## config.mk

```make
export PLATFORM = sky130hd
export DESIGN_NAME = crc_bit_serial_codec
export DESIGN_NICKNAME = d
export VERILOG_FILES = /design/src/rtl/crcb_pkg.sv /design/src/rtl/crcb_front.sv /design/src/rtl/crcb_jobq.sv /design/src/rtl/crcb_back.sv /design/src/rtl/crc_bit_serial_codec.sv
export SDC_FILE = /design/constraint.sdc
export NUM_CORES = 1
export LEC_CHECK = 0
export ABC_AREA = 1
export BUFFER_PORTS_ARGS = -buffer_cell sky130_fd_sc_hd__buf_2
export CORE_AREA = 2 2 134 136
export DETAILED_ROUTE_END_ITERATION = 10
export DIE_AREA = 0 0 136 138
export GPL_ROUTABILITY_DRIVEN = 0
export PLACE_DENSITY = 0.83
export SLEW_MARGIN = 15
export SYNTH_ARGS = -nofsm -noshare
export SYNTH_HDL_FRONTEND = slang
export SYNTH_SLANG_ARGS = --single-unit
```

## constraint.sdc

```tcl
create_clock -name clk -period 8.5 [get_ports clk]
set_input_delay 0.425 -clock clk [delete_from_list [all_inputs] [get_ports clk]]
set_output_delay 0.425 -clock clk [all_outputs]
set_load 0.01 [all_outputs]
```

## src/rtl/crcb_pkg.sv

```systemverilog
// Shared types and constants for the bit-serial CRC codec.
// No dependencies; imported by every module of the block.
package crcb_pkg;

	// Largest generator degree supported by default
	localparam int MAX_DEGREE_DEF = 32;

	// Configuration register indexes
	localparam logic [1:0] REG_POLY_LOW   = 2'd0;
	localparam logic [1:0] REG_POLY_DEG   = 2'd1;
	localparam logic [1:0] REG_CHECK_MODE = 2'd2;

	// Reset values of the configuration registers
	localparam logic [31:0] POLY_LOW_RST = 32'h0000_1021;
	localparam logic [5:0]  POLY_DEG_RST = 6'd16;

	// Job kinds handed from the divider to the serialiser
	localparam logic [1:0] JOB_PASS  = 2'd0;  // encode, plain data bit
	localparam logic [1:0] JOB_TAIL  = 2'd1;  // encode, last data bit then check bits
	localparam logic [1:0] JOB_CHECK = 2'd2;  // check mode verdict

	typedef struct packed {
		logic [1:0] kind;
		logic       data_bit;
		logic       ok;
		logic       inv;
	} job_ctrl_t;

endpackage

```

## src/rtl/crcb_front.sv

```systemverilog
// Front end: configuration registers and the GF(2) remainder divider.
// Depends on crcb_pkg; produces jobs for crcb_jobq.
module crcb_front #(
	parameter int MAX_DEGREE = crcb_pkg::MAX_DEGREE_DEF
) (
	input  logic                               clk,
	input  logic                               arst_n,
	input  logic                               cfg_we,
	input  logic [1:0]                         cfg_idx,
	input  logic [31:0]                        cfg_wdata,
	input  logic                               push,
	input  logic                               in_bit,
	input  logic                               in_last,
	input  logic                               q_full,
	output logic                               q_push,
	output crcb_pkg::job_ctrl_t                q_ctrl,
	output logic [MAX_DEGREE-1:0]              q_rem,
	output logic [$clog2(MAX_DEGREE+1)-1:0]    q_deg
);
	import crcb_pkg::*;

	localparam int DW = $clog2(MAX_DEGREE + 1);
	localparam int IW = (MAX_DEGREE > 1) ? $clog2(MAX_DEGREE) : 1;

	logic [31:0]           poly_low_q;
	logic [5:0]            poly_deg_q;
	logic                  check_mode_q;
	logic [MAX_DEGREE-1:0] remainder_q;

	logic [DW-1:0]         eff_d;
	logic [MAX_DEGREE-1:0] mask;
	logic [MAX_DEGREE-1:0] gen;
	logic [MAX_DEGREE-1:0] rem_cur;
	logic [MAX_DEGREE-1:0] rem_next;
	logic [63:0]           poly_wide;
	logic                  top;
	logic                  accept;

	// Clamp the programmed degree into 1..MAX_DEGREE
	always_comb begin
		priority if (poly_deg_q == 6'd0) begin
			eff_d = DW'(1);
		end else if ({1'b0, poly_deg_q} > 7'(MAX_DEGREE)) begin
			eff_d = DW'(MAX_DEGREE);
		end else begin
			eff_d = DW'(poly_deg_q);
		end
	end

	// Build the degree mask
	always_comb begin
		for (int k = 0; k < MAX_DEGREE; k++) begin
			mask[k] = (DW'(k) < eff_d);
		end
	end

	assign poly_wide = {32'd0, poly_low_q};
	assign gen       = poly_wide[MAX_DEGREE-1:0] & mask;
	assign rem_cur   = remainder_q & mask;
	assign top       = rem_cur[IW'(eff_d - DW'(1))];

	// One shift-and-XOR step of the long division
	always_comb begin
		if (check_mode_q) begin
			rem_next = ((rem_cur << 1) | MAX_DEGREE'(in_bit)) & mask;
			if (top) begin
				rem_next = rem_next ^ gen;
			end
		end else begin
			rem_next = (rem_cur << 1) & mask;
			if (top ^ in_bit) begin
				rem_next = rem_next ^ gen;
			end
		end
	end

	assign accept = push & ~q_full;

	// Queue a job for every beat that yields results
	assign q_push = accept & (~check_mode_q | in_last);
	always_comb begin
		q_ctrl.inv      = ~poly_low_q[0];
		q_ctrl.ok       = check_mode_q & (rem_next == '0);
		q_ctrl.data_bit = check_mode_q ? 1'b0 : in_bit;
		priority if (check_mode_q) begin
			q_ctrl.kind = JOB_CHECK;
		end else if (in_last) begin
			q_ctrl.kind = JOB_TAIL;
		end else begin
			q_ctrl.kind = JOB_PASS;
		end
	end
	assign q_rem = rem_next;
	assign q_deg = eff_d;

	// Configuration writes
	always_ff @(posedge clk or negedge arst_n) begin
		if (!arst_n) begin
			poly_low_q   <= POLY_LOW_RST;
			poly_deg_q   <= POLY_DEG_RST;
			check_mode_q <= 1'b0;
		end else if (cfg_we) begin
			unique case (cfg_idx)
				REG_POLY_LOW:   poly_low_q   <= cfg_wdata;
				REG_POLY_DEG:   poly_deg_q   <= cfg_wdata[5:0];
				REG_CHECK_MODE: check_mode_q <= cfg_wdata[0];
				default: ;
			endcase
		end
	end

	// Advance the remainder; drop it at the end of each frame
	always_ff @(posedge clk or negedge arst_n) begin
		if (!arst_n) begin
			remainder_q <= '0;
		end else if (accept) begin
			remainder_q <= in_last ? '0 : rem_next;
		end
	end

endmodule

```

## src/rtl/crcb_jobq.sv

```systemverilog
// Two-entry job queue between the divider and the serialiser.
// Depends on crcb_pkg for the job control struct.
module crcb_jobq #(
	parameter int MAX_DEGREE = crcb_pkg::MAX_DEGREE_DEF
) (
	input  logic                            clk,
	input  logic                            arst_n,
	input  logic                            wr,
	input  crcb_pkg::job_ctrl_t             wr_ctrl,
	input  logic [MAX_DEGREE-1:0]           wr_rem,
	input  logic [$clog2(MAX_DEGREE+1)-1:0] wr_deg,
	output logic                            full,
	input  logic                            rd,
	output logic                            q_empty,
	output crcb_pkg::job_ctrl_t             rd_ctrl,
	output logic [MAX_DEGREE-1:0]           rd_rem,
	output logic [$clog2(MAX_DEGREE+1)-1:0] rd_deg
);
	import crcb_pkg::*;

	localparam int DW = $clog2(MAX_DEGREE + 1);

	job_ctrl_t             ctrl_q [2];
	logic [MAX_DEGREE-1:0] rem_q  [2];
	logic [DW-1:0]         deg_q  [2];
	logic                  wr_ptr_q;
	logic                  rd_ptr_q;
	logic [1:0]            cnt_q;
	logic                  do_wr;
	logic                  do_rd;

	assign full    = (cnt_q == 2'd2);
	assign q_empty = (cnt_q == 2'd0);
	assign do_wr   = wr & ~full;
	assign do_rd   = rd & ~q_empty;

	assign rd_ctrl = ctrl_q[rd_ptr_q];
	assign rd_rem  = rem_q[rd_ptr_q];
	assign rd_deg  = deg_q[rd_ptr_q];

	// Store the incoming job
	always_ff @(posedge clk) begin
		if (do_wr) begin
			ctrl_q[wr_ptr_q] <= wr_ctrl;
			rem_q[wr_ptr_q]  <= wr_rem;
			deg_q[wr_ptr_q]  <= wr_deg;
		end
	end

	// Advance pointers and occupancy
	always_ff @(posedge clk or negedge arst_n) begin
		if (!arst_n) begin
			wr_ptr_q <= 1'b0;
			rd_ptr_q <= 1'b0;
			cnt_q    <= 2'd0;
		end else begin
			if (do_wr) begin
				wr_ptr_q <= ~wr_ptr_q;
			end
			if (do_rd) begin
				rd_ptr_q <= ~rd_ptr_q;
			end
			unique case ({do_wr, do_rd})
				2'b10:   cnt_q <= cnt_q + 2'd1;
				2'b01:   cnt_q <= cnt_q - 2'd1;
				default: cnt_q <= cnt_q;
			endcase
		end
	end

endmodule

```

## src/rtl/crcb_back.sv

```systemverilog
// Back end: expands jobs into result beats and holds the output register.
// Depends on crcb_pkg; reads jobs from crcb_jobq.
module crcb_back #(
	parameter int MAX_DEGREE = crcb_pkg::MAX_DEGREE_DEF
) (
	input  logic                            clk,
	input  logic                            arst_n,
	input  logic                            q_empty,
	input  crcb_pkg::job_ctrl_t             q_ctrl,
	input  logic [MAX_DEGREE-1:0]           q_rem,
	input  logic [$clog2(MAX_DEGREE+1)-1:0] q_deg,
	output logic                            q_pop,
	output logic                            empty,
	input  logic                            pop,
	output logic                            out_bit,
	output logic                            out_last,
	output logic                            check_ok,
	output logic                            poly_invalid
);
	import crcb_pkg::*;

	localparam int DW = $clog2(MAX_DEGREE + 1);
	localparam int IW = (MAX_DEGREE > 1) ? $clog2(MAX_DEGREE) : 1;

	logic                  out_valid_q;
	logic                  out_bit_q;
	logic                  out_last_q;
	logic                  check_ok_q;
	logic                  poly_inv_q;
	logic [DW-1:0]         tail_cnt_q;
	logic [MAX_DEGREE-1:0] tail_rem_q;
	logic                  tail_inv_q;
	logic                  out_adv;
	logic                  in_tail;
	logic                  tail_bit;

	assign out_adv  = ~out_valid_q | pop;
	assign in_tail  = (tail_cnt_q != '0);
	assign q_pop    = out_adv & ~in_tail & ~q_empty;
	assign tail_bit = ~tail_inv_q & tail_rem_q[IW'(tail_cnt_q - DW'(1))];

	assign empty        = ~out_valid_q;
	assign out_bit      = out_bit_q;
	assign out_last     = out_last_q;
	assign check_ok     = check_ok_q;
	assign poly_invalid = poly_inv_q;

	// Output register payload: check bits first, else the next job
	always_ff @(posedge clk) begin
		if (out_adv) begin
			if (in_tail) begin
				out_bit_q  <= tail_bit;
				out_last_q <= (tail_cnt_q == DW'(1));
				check_ok_q <= 1'b0;
				poly_inv_q <= tail_inv_q;
			end else if (!q_empty) begin
				out_bit_q  <= q_ctrl.data_bit;
				out_last_q <= (q_ctrl.kind == JOB_CHECK);
				check_ok_q <= q_ctrl.ok;
				poly_inv_q <= q_ctrl.inv;
			end
		end
	end

	// Capture the remainder of a frame end for serialising
	always_ff @(posedge clk) begin
		if (q_pop && q_ctrl.kind == JOB_TAIL) begin
			tail_rem_q <= q_rem;
			tail_inv_q <= q_ctrl.inv;
		end
	end

	// Hold the beat while stalled, count down the check bits
	always_ff @(posedge clk or negedge arst_n) begin
		if (!arst_n) begin
			out_valid_q <= 1'b0;
			tail_cnt_q  <= '0;
		end else if (out_adv) begin
			if (in_tail) begin
				out_valid_q <= 1'b1;
				tail_cnt_q  <= tail_cnt_q - DW'(1);
			end else if (!q_empty) begin
				out_valid_q <= 1'b1;
				tail_cnt_q  <= (q_ctrl.kind == JOB_TAIL) ? q_deg : '0;
			end else begin
				out_valid_q <= 1'b0;
			end
		end
	end

endmodule

```

## src/rtl/crc_bit_serial_codec.sv

```systemverilog
// Top level of the bit-serial CRC codec with programmable generator.
// Depends on crcb_pkg, crcb_front, crcb_jobq and crcb_back.
//
// Input channel: one message or codeword bit per beat on in_bit/in_last,
// taken on a clock edge with push high and full low. Result channel: the
// oldest result sits on out_bit/out_last/check_ok/poly_invalid while empty
// is low and is taken on an edge with pop high. Configuration: cfg_we,
// cfg_idx (0 low coefficients, 1 degree, 2 check mode) and cfg_wdata.
//
// The divider does one shift-and-XOR per accepted bit, so a new bit can
// be taken every cycle while full is low. A result passes through the job
// queue and the output register before it can be popped. An encode frame
// end yields 1 + degree results, one per cycle while the receiver pops;
// the two-entry job queue can then fill and full rise while the check
// bits go out. Check mode gives one result per frame, on the last bit.
//
// Reset clears the remainder, queue and output register and loads the
// CRC-16 generator x^16+x^12+x^5+1 in encode mode. When the receiver
// stops popping, the output register holds its beat, the queue fills
// and full backs up to the sender; nothing is dropped.
module crc_bit_serial_codec #(
	parameter int MAX_DEGREE = crcb_pkg::MAX_DEGREE_DEF
) (
	input  logic        clk,
	input  logic        arst_n,
	input  logic        cfg_we,
	input  logic [1:0]  cfg_idx,
	input  logic [31:0] cfg_wdata,
	input  logic        push,
	output logic        full,
	input  logic        in_bit,
	input  logic        in_last,
	output logic        empty,
	input  logic        pop,
	output logic        out_bit,
	output logic        out_last,
	output logic        check_ok,
	output logic        poly_invalid
);
	import crcb_pkg::*;

	localparam int DW = $clog2(MAX_DEGREE + 1);

	logic                  wr_job;
	job_ctrl_t             wr_ctrl;
	logic [MAX_DEGREE-1:0] wr_rem;
	logic [DW-1:0]         wr_deg;
	logic                  rd_job;
	logic                  jq_empty;
	job_ctrl_t             rd_ctrl;
	logic [MAX_DEGREE-1:0] rd_rem;
	logic [DW-1:0]         rd_deg;

	crcb_front #(.MAX_DEGREE(MAX_DEGREE)) u_front (
		.clk       (clk),
		.arst_n    (arst_n),
		.cfg_we    (cfg_we),
		.cfg_idx   (cfg_idx),
		.cfg_wdata (cfg_wdata),
		.push      (push),
		.in_bit    (in_bit),
		.in_last   (in_last),
		.q_full    (full),
		.q_push    (wr_job),
		.q_ctrl    (wr_ctrl),
		.q_rem     (wr_rem),
		.q_deg     (wr_deg)
	);

	crcb_jobq #(.MAX_DEGREE(MAX_DEGREE)) u_jobq (
		.clk     (clk),
		.arst_n  (arst_n),
		.wr      (wr_job),
		.wr_ctrl (wr_ctrl),
		.wr_rem  (wr_rem),
		.wr_deg  (wr_deg),
		.full    (full),
		.rd      (rd_job),
		.q_empty (jq_empty),
		.rd_ctrl (rd_ctrl),
		.rd_rem  (rd_rem),
		.rd_deg  (rd_deg)
	);

	crcb_back #(.MAX_DEGREE(MAX_DEGREE)) u_back (
		.clk          (clk),
		.arst_n       (arst_n),
		.q_empty      (jq_empty),
		.q_ctrl       (rd_ctrl),
		.q_rem        (rd_rem),
		.q_deg        (rd_deg),
		.q_pop        (rd_job),
		.empty        (empty),
		.pop          (pop),
		.out_bit      (out_bit),
		.out_last     (out_last),
		.check_ok     (check_ok),
		.poly_invalid (poly_invalid)
	);

endmodule
```

# Word level (Yosys, flattened, before mapping)
# Memory sizes are Yosys's and may differ from the RTL's. A register that Yosys moved wholly into a read port is not among the register bits.
# Cells that the tools add are included.
# op_classes
bitwise_logic	27
mux	28
addsub	4
n_reduce_logical	11
n_eq_ne	9
order_cmp	35
# ops
cell	count
32-bit AND	4
32-bit two-way mux	4
5-bit by 6-bit less-than comparator with 1-bit output (first input constant)	16
32-bit bitwise XOR	2
4-bit by 6-bit less-than comparator with 1-bit output (first input constant)	8
32-bit zero test	1
32-bit by 1-bit bitwise OR with 32-bit output	1
6-bit two-way mux	5
3-bit by 6-bit less-than comparator with 1-bit output (first input constant)	4
1-bit two-way mux	15
1-bit by 6-bit less-than comparator with 1-bit output (first input constant)	2
2-bit by 6-bit less-than comparator with 1-bit output (first input constant)	2
5-bit by 6-bit less-than comparator with 1-bit output (second input constant)	2
1-bit binary-select mux with 5-bit select	2
1-bit NOT	9
1-bit AND	8
2-bit == test (second input constant)	4
2-bit AND reduction	4
2-bit by 1-bit == test with 1-bit output (second input constant)	3
6-bit by 1-bit == test with 1-bit output (second input constant)	1
6-bit greater-than comparator (second input constant)	1
6-bit zero test	1
6-bit nonzero test	1
6-bit by 1-bit subtractor with 6-bit output (second input constant)	1
other kinds (11)	13
# word_totals
elab_cells	131
ramBits	86
regBits	87
memories	3
# mem_list
memory	words	word_bits	read_ports	rd_clocked_by_memory_dff	write_ports	line	rtl
u_jobq.rem_q	2	32	1	1	1	crcb_jobq.sv:24	logic [MAX_DEGREE-1:0] rem_q [2];
u_jobq.deg_q	2	6	1	0	1	crcb_jobq.sv:25	logic [DW-1:0] deg_q [2];
u_jobq.ctrl_q	2	5	1	0	1	crcb_jobq.sv:23	job_ctrl_t ctrl_q [2];

# Depth between registers and ports, before layout
# depth
depth_word	12
ltp_mapped	29
ltp_nobuf	27

# Cells and area by module
# Synthesis repeated with hierarchy kept, for this count alone.
# unflattened
cells_unflattened	1335
hier_area_um2	11174.5
# modules_own_cells
module	n_inst	cells_per_inst	area_per_inst_um2
crcb_front	1	889	5778.0
crcb_jobq	1	257	3393.3
crcb_back	1	189	2003.2

# Worst setup path before layout
# OpenSTA, ideal clock, no wires.
# synth_timing
path_type	reg2reg
from	register u_back.tail_cnt_q[0]
to	register u_back.tail_inv_q, enable pin
path_stages_with_launch	11
arrival_ps	3299
setup_ps	423
synth_period_minus_slack_ps	3722
slack_ps	4778
cell_sequence	dfrtp_1 -> clkbuf_1 -> clkinv_1 -> clkbuf_1 -> ha_1 -> nand2_1 -> nor2_1 -> nand2_1 -> clkinv_1 -> nand3_1 -> nor2_1
# synth_between
elab_chain_cells	5
# synth_lines
item	line	rtl
from (decl)	crcb_back.sv:30	logic [DW-1:0] tail_cnt_q;
from (signal assigned)	crcb_back.sv:81	tail_cnt_q <= tail_cnt_q - DW'(1);
from (signal assigned)	crcb_back.sv:84	tail_cnt_q <= (q_ctrl.kind == JOB_TAIL) ? q_deg : '0;
6-bit nonzero test	crcb_back.sv:38	assign in_tail = (tail_cnt_q != '0);
1-bit NOT	crcb_back.sv:39	assign q_pop = out_adv & ~in_tail & ~q_empty;
1-bit AND (2 in a row)	crcb_back.sv:39	
1-bit logical AND	crcb_back.sv:67	if (q_pop && q_ctrl.kind == JOB_TAIL) begin
to (signal assigned)	crcb_back.sv:69	tail_inv_q <= q_ctrl.inv;
to (decl)	crcb_back.sv:32	logic tail_inv_q;
# Every way passes these cells.
# A chain may end at the register's enable or synchronous reset.

==> results_dict.tcl <==
set metrics [dict create \
    top_layer "met4" \
    cpPeakStageDelay_ns 0.83 \
    power_mw 4.39 \
    dp_cells 1491 \
    syn_nets 1306 \
    power_density_nw_per_um2 359 \
    drive_gt1_share_pct 17.0 \
    antenna_found_initial 0 \
    synth_area_leaders "edfxtp_1, dfrtp_1, nand2_1" \
    nets 1334 \
    relSlewSlack_pct 34.1 \
    grt_max_degree 75 \
    ys_warn_count 0 \
    required_ns 8.83 \
    core-area_um2 17500 \
    vias 9055 \
    synth_top_area_share_pct 33.3 \
    cts-root-buf "clkbuf_16" \
    postRouteAntennaNets 0 \
    cts_tree "built" \
    stdcell_count 1532 \
    fmax_mhz 224 \
    path_max_fanout 51 \
    ioPinCount 47 \
    dp_hpwl_um 18700 \
    yosysMostFrequentCell "nand2_1" \
    worst_pin_slew_ns 0.989 \
    clock_path_buffers 3 \
    ys.flop_type "edfxtp_1" \
    numCtsBuffers 22 \
    h-tree-depth 1 \
    wl_met3_um 2560 \
    fp.dieH_um 138 \
    critPathTopFamily "simple AND/OR/NAND/NOR gates" \
    path_common_cell "nand2_1" \
    fin_tns_setup_ns 0 \
    drv_cap 0 \
    rows 49 \
    synthArstFlopShare_pct 40.0 \
    wl_met2_um 13000 \
    critPathLaunch "u_front.poly_deg_q[5]" \
    synth_edf_count 123 \
    period_share_pct 52.5 \
    grt_overflow_total 0 \
    crit_type "flip-flop to flip-flop" \
    die_w_um 136 \
    diodes 0 \
    path_depth 25 \
    postRouteWirelength_um 27900 \
    reg2reg_depth 25 \
    hold_violations 0 \
    yosys-top-cells-count "nand2_1, edfxtp_1, nand3_1, inv_1, dfrtp_1" \
    start_kind "flip-flop" \
    clk_pin_slew_ns 0.06 \
    cp_num_buf_inv 4 \
    clock-sinks 205 \
    cp.arrival_ns 4.80 \
    p_leak_nw 5.45 \
    ys_seq_area_share_pct 51.8 \
    endpoint_kind "flip-flop" \
    synth-seq-cells 205 \
    final.fill_count 1372 \
    yosys.area.top_type "edfxtp_1" \
    crit_end "u_jobq.ctrl_q[0][1]" \
    min_period_ns 4.46 \
    wl_met1_um 11100 \
    cts_resized 0 \
    worst_skew_pair.late_latency_ns 0.50 \
    rsz0062_at_grt "false" \
    drv_slew 0 \
    grt_pass1_vias 8590 \
    synth_area_um2 11100 \
    die_area_um2 18800 \
    rrSetupSlack_ns 4.04 \
    hold_ws_ns 0.148 \
    first_iter_violations 953 \
    postSynthAreaPerCell_um2 8.82 \
    setup_slack_ns 4.04 \
    syn_inst 1259 \
    cp_slowest_cell "dfrtp_1" \
    remaining_drc_errors 0 \
    track_usage_pct 30.4 \
    vdd_drop_max_mv 0.195 \
    rr_endpoint "u_jobq.ctrl_q[0][1]" \
    wl_per_cell_um 18.2 \
    skew_ns 0.0104 \
    dp_slack_ns 4.25 \
    yosysUniqueCellTypes 53 \
    vias_per_cell 5.91 \
    io_buffers 46 \
    run_status "finished clean" \
    area_growth_syn_to_layout_pct 10.0 \
    setup_viol 0 \
    hold_path_class "input pin to flip-flop" \
    grt_pass1_wl_um 45100 \
    first_pass_iters 6 \
    reg2reg_from "u_front.poly_deg_q[5]" \
    start_util_pct 63.3 \
]
[placed cells by master (no fill, tap or decap), drive strengths merged, types with 6 or more instances in the layout]
cell type	netlist	final
a21oi	44	44
buf	29	58
clkbuf	25	31
clkinv	4	8
dfrtp	78	78
edfxtp	123	123
ha	6	6
inv	103	103
mux2	20	20
nand2	427	427
nand3	136	136
nand4	8	8
nor2	91	91
o211ai	24	24
o21ai	64	64
xnor2	10	10
xor2	25	25
[sequential cells by signal, indices dropped and copies added, names as in the netlist, 2 cells and up]
signal               cells
u_front.poly_low_q      32
u_back.tail_cnt_q        6
u_jobq.cnt_q             2
u_jobq.ctrl_q           10
u_back.tail_rem_q       32
u_jobq.rem_q            64
u_front.poly_deg_q       6
u_front.remainder_q     32
u_jobq.deg_q            12
[kinds of logic after synthesis]
group,count (synthesis),synth area share [%]
muxes,22,2.21
AOI/OAI and AO/OA,151,8.12
adders and majority gates,6,0.676
xor gates and xnor gates,35,2.76
DFF,205,51.8
and+or+nand+nor,678,28.0
buffers and inverters,162,6.44
[metrics by stage]
step	instance area, µm²	util, %
detailed placement	11400	65.2
finish	12200	69.7
floorplan	11100	-
global route	12200	69.7
CTS	12200	69.7
global placement	11400	65.2
[timing repair]
item | CTS | global route
hold buffers | 1 | 0
hold endpoints to repair | 8 | 0
endpoints found under the setup margin | 0 | 0
setup buffers | 0 | 0
[worst min path at each step]
stage | start | to | slack, ns | depth (start not counted)
6_report | cfg_wdata[25] | u_front.poly_low_q[25] | 0.15 | 2
5_1_grt | cfg_wdata[25] | u_front.poly_low_q[25] | 0.15 | 2
4_1_cts | cfg_wdata[25] | u_front.poly_low_q[25] | 0.14 | 2
3_5_place_dp | arst_n | u_back.out_valid_q | 0.26 | 1
3_3_place_gp | arst_n | u_back.out_valid_q | 0.26 | 1
2_1_floorplan | arst_n | u_back.out_valid_q | 0.13 | 0
[where the power goes]
group	total [mW]	leakage, nW	switching, mW	internal, mW
combinational	1.81	2.91	1.29	0.518
sequential	1.55	2.16	0.130	1.42
clock	1.03	0.379	0.384	0.641
[metal layers]
| metal | vias up | global-route usage, % |
|---|---|---|
| met5 | - | 0 |
| met4 | 0 | 12.2 |
| met3 | 103 | 4.77 |
| met2 | 483 | 47.6 |
| met1 | 4236 | 42.7 |
| li1 | 4233 | - |
[cell type report]
class                   count  area [µm²]  area share, %
well taps                 229         287           2.35
flip-flops and latches    205        5750           47.1
clock inverters             9         145           1.19
repair buffers             59         333           2.72
clock buffers              31         636           5.20
multi-input cells         892        4660           38.1
inverters                 107         409           3.35
Note: power is estimated with default switching activity, not from simulation.
